### src/rtl/sit_pkg.sv
// ============================================================================
// sit_pkg: symbol intern table package
// Shared types, result codes and default sizes for the symbol intern table.
// ============================================================================
package sit_pkg;

  // Default sizes
  localparam int unsigned MaxEntries = 128;
  localparam int unsigned MaxLen     = 64;

  // Fixed payload widths
  localparam int unsigned CharW   = 8;
  localparam int unsigned IndexW  = 7;
  localparam int unsigned StatusW = 2;

  // Result codes
  typedef enum logic [StatusW-1:0] {
    ST_FOUND    = 2'd0,
    ST_INSERTED = 2'd1,
    ST_FULL     = 2'd2,
    ST_TOO_LONG = 2'd3
  } status_e;

  // Input transaction payload
  typedef struct packed {
    logic [CharW-1:0] char_byte;
    logic             last_char;
  } in_item_t;

  // Output transaction payload
  typedef struct packed {
    logic [IndexW-1:0] entry_index;
    status_e           status;
  } out_item_t;

  // Controller states
  typedef enum logic [2:0] {
    S_COLLECT,
    S_LEN_RD,
    S_LEN_CMP,
    S_BYTE_RD,
    S_BYTE_CMP,
    S_COPY_RD,
    S_COPY_WR,
    S_RESPOND
  } ctrl_state_e;

  // Controller to datapath commands
  typedef struct packed {
    logic    take_char;     // store an accepted character
    logic    search_start;  // rewind entry walk
    logic    next_entry;    // advance to the next stored entry
    logic    byte_start;    // rewind byte position
    logic    byte_next;     // advance byte position
    logic    copy_wr;       // write one pending byte into the entry store
    logic    ins_commit;    // write length, bump entry count
    logic    set_res;       // capture result code and index
    status_e res_code;
    logic    load_out;      // move captured result to the output register
    logic    clear_pending; // empty the pending lexeme
  } cmd_t;

  // Datapath to controller status
  typedef struct packed {
    logic overlong_now;
    logic idx_at_count;
    logic table_full;
    logic len_eq;
    logic byte_eq;
    logic last_byte;
    logic out_busy;
  } sts_t;

endpackage

### src/rtl/sit_ctrl.sv
// ============================================================================
// sit_ctrl: symbol intern table controller
// Sequences character collection, the entry search, insertion and the reply.
// ============================================================================
module sit_ctrl (
  input  logic          clk_i,
  input  logic          rst_ni,
  input  logic          in_valid_i,
  input  logic          last_char_i,
  output logic          in_stall_o,
  input  sit_pkg::sts_t sts_i,
  output sit_pkg::cmd_t cmd_o
);

  sit_pkg::ctrl_state_e state_q, state_d;
  logic                 take;

  assign in_stall_o = (state_q != sit_pkg::S_COLLECT);
  assign take       = (state_q == sit_pkg::S_COLLECT) && in_valid_i;

  // Next state
  always_comb begin
    state_d = state_q;
    unique case (state_q)
      sit_pkg::S_COLLECT: begin
        if (take && last_char_i) begin
          state_d = sts_i.overlong_now ? sit_pkg::S_RESPOND : sit_pkg::S_LEN_RD;
        end
      end
      sit_pkg::S_LEN_RD: begin
        if (!sts_i.idx_at_count) begin
          state_d = sit_pkg::S_LEN_CMP;
        end else if (sts_i.table_full) begin
          state_d = sit_pkg::S_RESPOND;
        end else begin
          state_d = sit_pkg::S_COPY_RD;
        end
      end
      sit_pkg::S_LEN_CMP: begin
        state_d = sts_i.len_eq ? sit_pkg::S_BYTE_RD : sit_pkg::S_LEN_RD;
      end
      sit_pkg::S_BYTE_RD: begin
        state_d = sit_pkg::S_BYTE_CMP;
      end
      sit_pkg::S_BYTE_CMP: begin
        if (!sts_i.byte_eq) begin
          state_d = sit_pkg::S_LEN_RD;
        end else if (sts_i.last_byte) begin
          state_d = sit_pkg::S_RESPOND;
        end else begin
          state_d = sit_pkg::S_BYTE_RD;
        end
      end
      sit_pkg::S_COPY_RD: begin
        state_d = sit_pkg::S_COPY_WR;
      end
      sit_pkg::S_COPY_WR: begin
        state_d = sts_i.last_byte ? sit_pkg::S_RESPOND : sit_pkg::S_COPY_RD;
      end
      sit_pkg::S_RESPOND: begin
        if (!sts_i.out_busy) begin
          state_d = sit_pkg::S_COLLECT;
        end
      end
      default: state_d = sit_pkg::S_COLLECT;
    endcase
  end

  // Command outputs
  always_comb begin
    cmd_o          = '0;
    cmd_o.res_code = sit_pkg::ST_FOUND;
    unique case (state_q)
      sit_pkg::S_COLLECT: begin
        cmd_o.take_char = take;
        if (take && last_char_i) begin
          if (sts_i.overlong_now) begin
            cmd_o.set_res  = 1'b1;
            cmd_o.res_code = sit_pkg::ST_TOO_LONG;
          end else begin
            cmd_o.search_start = 1'b1;
          end
        end
      end
      sit_pkg::S_LEN_RD: begin
        // length read issues from the entry index every cycle
        if (sts_i.idx_at_count) begin
          if (sts_i.table_full) begin
            cmd_o.set_res  = 1'b1;
            cmd_o.res_code = sit_pkg::ST_FULL;
          end else begin
            cmd_o.byte_start = 1'b1;
          end
        end
      end
      sit_pkg::S_LEN_CMP: begin
        if (sts_i.len_eq) begin
          cmd_o.byte_start = 1'b1;
        end else begin
          cmd_o.next_entry = 1'b1;
        end
      end
      sit_pkg::S_BYTE_RD: begin
        // byte reads issue from the byte position
      end
      sit_pkg::S_BYTE_CMP: begin
        if (!sts_i.byte_eq) begin
          cmd_o.next_entry = 1'b1;
        end else if (sts_i.last_byte) begin
          cmd_o.set_res  = 1'b1;
          cmd_o.res_code = sit_pkg::ST_FOUND;
        end else begin
          cmd_o.byte_next = 1'b1;
        end
      end
      sit_pkg::S_COPY_RD: begin
        // pending byte read issues from the byte position
      end
      sit_pkg::S_COPY_WR: begin
        cmd_o.copy_wr = 1'b1;
        if (sts_i.last_byte) begin
          cmd_o.ins_commit = 1'b1;
          cmd_o.set_res    = 1'b1;
          cmd_o.res_code   = sit_pkg::ST_INSERTED;
        end else begin
          cmd_o.byte_next = 1'b1;
        end
      end
      sit_pkg::S_RESPOND: begin
        if (!sts_i.out_busy) begin
          cmd_o.load_out      = 1'b1;
          cmd_o.clear_pending = 1'b1;
        end
      end
      default: cmd_o = '0;
    endcase
  end

  // State register
  always_ff @(posedge clk_i or negedge rst_ni) begin
    if (!rst_ni) begin
      state_q <= sit_pkg::S_COLLECT;
    end else begin
      state_q <= state_d;
    end
  end

endmodule

### config.mk
export PLATFORM = sky130hd
export DESIGN_NAME = sit_ctrl
export DESIGN_NICKNAME = d
export VERILOG_FILES = /design/src/rtl/sit_pkg.sv /design/src/rtl/sit_ctrl.sv
export SDC_FILE = /design/constraint.sdc
export NUM_CORES = 1
export LEC_CHECK = 0
export BUFFER_PORTS_ARGS = -buffer_cell sky130_fd_sc_hd__buf_4
export CAP_MARGIN = 30
export CORE_AREA = 2 2 39 41
export CTS_CLUSTER_SIZE = 20
export DETAILED_ROUTE_END_ITERATION = 16
export DIE_AREA = 0 0 41 43
export GPL_ROUTABILITY_DRIVEN = 1
export PLACE_DENSITY = 0.63
export SETUP_SLACK_MARGIN = 0.1
export SYNTH_ARGS = -nofsm -noshare
export SYNTH_HDL_FRONTEND = slang
export SYNTH_SLANG_ARGS = --single-unit
export TNS_END_PERCENT = 5
### constraint.sdc
create_clock -name clk_i -period 1.5 [get_ports clk_i]
set_clock_uncertainty 0.15 [all_clocks]
set_input_delay 0.3 -clock clk_i [delete_from_list [all_inputs] [get_ports clk_i]]
set_output_delay 0.3 -clock clk_i [all_outputs]
set_load 0.03 [all_outputs]
=== Yosys cells after proc, flatten, opt, wreduce, memory -nomap -nowiden ===
Index checks and enable logic that the tools add are counted.

* Latch bits: 0
* Register bits: 3
* Logic and storage cells: 49
* Bits in writable memories: 0
* ROM bits: 0
* Input bits: 11
* Memories: 0

* Bitwise gates (word level): 0
* Muxes and demuxes: 34
* Multipliers: 0
* Add/sub/neg operators: 0
* Eq/ne operators: 9
* Reduce and logical (&&, ||, !) cells: 5
* Magnitude comparators: 0
* Div/mod/pow operators: 0
* Shift operators: 0

{| class="wikitable"
|+ Operators with widths
! operator !! count
|-
| 3-bit two-way mux || 12
|-
| 3-bit case mux with 8 select lines || 1
|-
| 2-bit two-way mux || 7
|-
| 3-bit equality test, second input constant || 4
|-
| 3-bit case mux with 4 select lines || 1
|-
| 1-bit two-way mux || 9
|-
| 3-bit by 2-bit equality test with 1-bit output, second input constant || 2
|-
| 1-bit case mux with 2 select lines || 3
|-
| 4-bit two-way mux || 1
|-
| 3-bit by 1-bit equality test with 1-bit output, second input constant || 1
|-
| 3-bit logical NOT || 1
|-
| 3-bit nonzero test || 1
|-
| 1-bit logical AND || 2
|-
| 2-bit by 1-bit inequality test with 1-bit output, second input constant || 1
|-
| 2-bit inequality test, second input constant || 1
|-
| 2-bit AND reduction || 1
|}

=== Logic depth before layout (Yosys ltp) ===
* Depth in word-level cells: 5
* Depth in mapped cells: 5

=== Worst setup path before layout ===
OpenSTA, ideal clock, no wires.

* Path type: flip-flop to output port
* Start: register state_q[1]
* End: output port cmd_o[10] in the netlist's numbering
* Slack: -0.739 ns
* Stages on the path, launching flop included: 5
* Arrival: 1.789 ns
* Data required time: 1.050 ns
* Buffers on the path: 1
* Cells stage by stage: dfrtp_1 -> buf_2 -> nor3_2 -> inv_1 -> nor3_1

{| class="wikitable"
|+ RTL lines
! item !! RTL line !! text
|-
| from (decl) || sit_ctrl.sv:15 || <nowiki>sit_pkg::ctrl_state_e state_q, state_d;</nowiki>
|-
| from (signal assigned) || sit_ctrl.sv:142 || <nowiki>state_q <= sit_pkg::S_COLLECT;</nowiki>
|-
| from (signal assigned) || sit_ctrl.sv:144 || <nowiki>state_q <= state_d;</nowiki>
|-
| to (decl) || sit_ctrl.sv:12 || <nowiki>output sit_pkg::cmd_t cmd_o</nowiki>
|}

==> summary.txt <==
Synth
  – Synth area leader: dfrtp_1
  – Largest cells by area after synthesis: dfrtp_1 20%, nand2_1 11%, a21oi_1 8.0%
  – Mapped Area: 377 um^2
  – Register area share after synthesis: 19.9%
  – Syn_area_per_cell: 6.73 um^2
  – Cell count after synthesis: 56
  – Synthesized Nets: 67
  – Predominant post-synthesis flop cell: dfrtp_1
  – EDFF count, synth: 0
  – Synth cell types: 25
  – Synth warn: 0
  – Seq cells post-synth: 3
  – Top-count cell post-synth: nand2_1
  – Commonest cells post-synth: 11 x nand2_1, 6 x a21oi_1, 5 x nor2_1
  – Synth top area share: 19.9%
  – Synth async-reset ratio: 100%

Final layout
  – Filler Cells Inserted: 128
  – # diodes: 0
  – Post-layout util: 56.5%
  – Area growth syn-to-layout: 108%
  – Layout cells sized above 1: 62.8%
  – Register Area: 77.6 um^2
  – Most flop-heavy register: state_q
  – Area of the multi-input gates: 327 um^2
  – Final Non-Filler Cells: 110
  – Largest registers: state_q: 3 flops
  – NumNets Final: 106
  – Max FFs per register: 3

GRT
  – GRT Total Usage: 16.0%
  – Largest net degree at the start of global routing: 8
  – Grt total ovfl: 0
  – Initial antenna violation count: 0
  – First-pass GRT wire length: 1950 um
  – Vias in the first global route: 479

Timing
  – Max-slew violations: 0
  – Unrepaired setup endpoints after global routing: yes
  – Fin worst setup slack: -0.398 ns
  – Final cycle utilization of the critical path: 127%
  – Min cycle time layout: 1.90 ns
  – Slew @ Worst Pin: 0.313 ns
  – Final Hold Fails: 0
  – Slew HR: 78.9%
  – Max frequency: 0.527 GHz
  – Number of setup violations in the final report: 15

Clock tree
  – CTS clk-pin slew, worst paths: 0.03 ns
  – CTS root buf: clkbuf_4
  – CTS tree: built
  – Cts bufs inserted: 3
  – Clk Latency, worst-skew pair: 0.23 ns
  – Setup bufs post-CTS: 0
  – H-tree depth: 1
  – Maximum root-to-sink buffer count: 2
  – Num Clock Sinks: 3

Drt
  – DR iter-0 viols: 0
  – Post-DR vias/cell: 4.65
  – WL final: 1200 um
  – Drt first pass iters: 1
  – Post-route DRC: 0
  – Wire per inst: 10.9 um
  – Post-DRT Antenna Nets: 0
  – Vias post-DR: 511

Floorplan
  – Initial core utilization: 27.2%
  – Top-Level Pins: 24
  – Die span in y: 43 um
  – Die footprint: 1760 um^2
  – Core box area: 1380 um^2
  – Row count: 14
  – Die width: 41 um

Outcome
  – Status: finished with violations
  – Failing checks: setup timing

Placement
  – Dpl hpwl: 958 um
  – PortBufs: 23
  – DP Worst Slack: -0.206 ns
  – DP Cell Count: 105
  – GP Congestion: 0.712

Power
  – LEAKAGE: 0.385 nW
  – PD cells: 2070 nW/um^2
  – Peak supply drop: 1.17 mV
  – Tot Pwr: 0.00162 W

Min path
  – Worst min path class: primary input to asynchronous set/reset pin

Worst setup path
  – Crit-path max FO: 7
  – Critical Path Source Type: flop
  – Setup crit end kind: output port
  – Critical path type: flop to output port
  – Critical path arrival: 1.45 ns
  – R2R setup slack: -0.14 ns
  – Critical path data required time: 1.05 ns

Flow run
  – Max-cap viol count: 0
[critical path, cell delays in order (launching register included)]
cell and delay, ns:
dfrtp_2 0.46, nor3_4 0.26, buf_6 0.14, inv_4 0.03, nor3_4 0.17, buf_6 0.15
[power by group]
group          internal, W  switching [W]  total, W  leakage, nW
clock            0.0000995      0.0000385  0.000138       0.0150
sequential        0.000133      0.0000700  0.000203       0.0335
combinational     0.000615       0.000664   0.00128        0.336
[metrics by stage]
stage                     hold WS, ns  TNS (ns)  cell area (um^2)
after floorplan                -0.146     -1.43               448
after global placement        -0.0597     -1.51               704
after detailed placement      -0.0587     -1.64               704
after CTS                       0.238     -4.39               763
after global routing            0.245     -5.39               782
final                           0.250     -4.07               782
[layout by cell type, fill, tap and decap left out, types with 2 or more instances in the layout]
cell type   n
nand2_1     9
dfrtp_2     2
nor3_4      2
a21oi_1     6
buf_6       7
nor2_4      2
nand2_2     2
nor2_1      3
clkbuf_4    3
buf_4      30
o21ai_0     2
nand2b_1    2
inv_2       2
[logic make-up (layout without fill, tap and decap cells)]
group | count (synthesis) | after routing | synth area share [%]
flip-flops | 3 | 3 | 19.9
XOR/XNOR | 1 | 1 | 2.33
multiplexers | 1 | 1 | 2.99
AND/OR/NAND/NOR | 29 | 29 | 39.5
AO/OA/AOI/OAI | 14 | 14 | 25.2
buffers and inverters | 8 | 46 | 9.97
[final timing paths]
kind,from,endpoint,cells past startpoint
hold reg to reg,state_q[1]$_DFFE_PN0P_,state_q[0]$_DFFE_PN0P_,2
setup reg to reg,state_q[0]$_DFFE_PN0P_,state_q[2]$_DFFE_PN0P_,5
min in group clk_i,sts_i[0],state_q[0]$_DFFE_PN0P_,4
hold / removal,rst_ni,state_q[1]$_DFFE_PN0P_,2
setup / recovery,state_q[2]$_DFFE_PN0P_,cmd_o[10],5
max in group asynchronous,rst_ni,state_q[0]$_DFFE_PN0P_,2
[routing by layer]
metal | global-route usage [%] | share of wire, %
met1 | 21.7 | 42
met4 | 2.00 | 0
met3 | 6.28 | 4.7
met5 | 0 | 0
met2 | 24.1 | 53
[what timing repair did]
item                                    4_1_cts  5_1_grt
hold buffers                                  1        0
pin swaps                                     0        2
endpoints found under the hold margin         3        0
endpoints found under the setup margin       15       15
gates resized for setup                       7        6
[layout make-up]
type                            instances  area share [%]
Multi-Input combinational cell         45            41.8
Sequential cell                         3            9.92
Timing Repair Buffer                   38            40.2
Tap cell                               16            2.56
Clock buffer                            4            3.36
Inverter                                4            2.24
(Power assumes the default switching activity.)
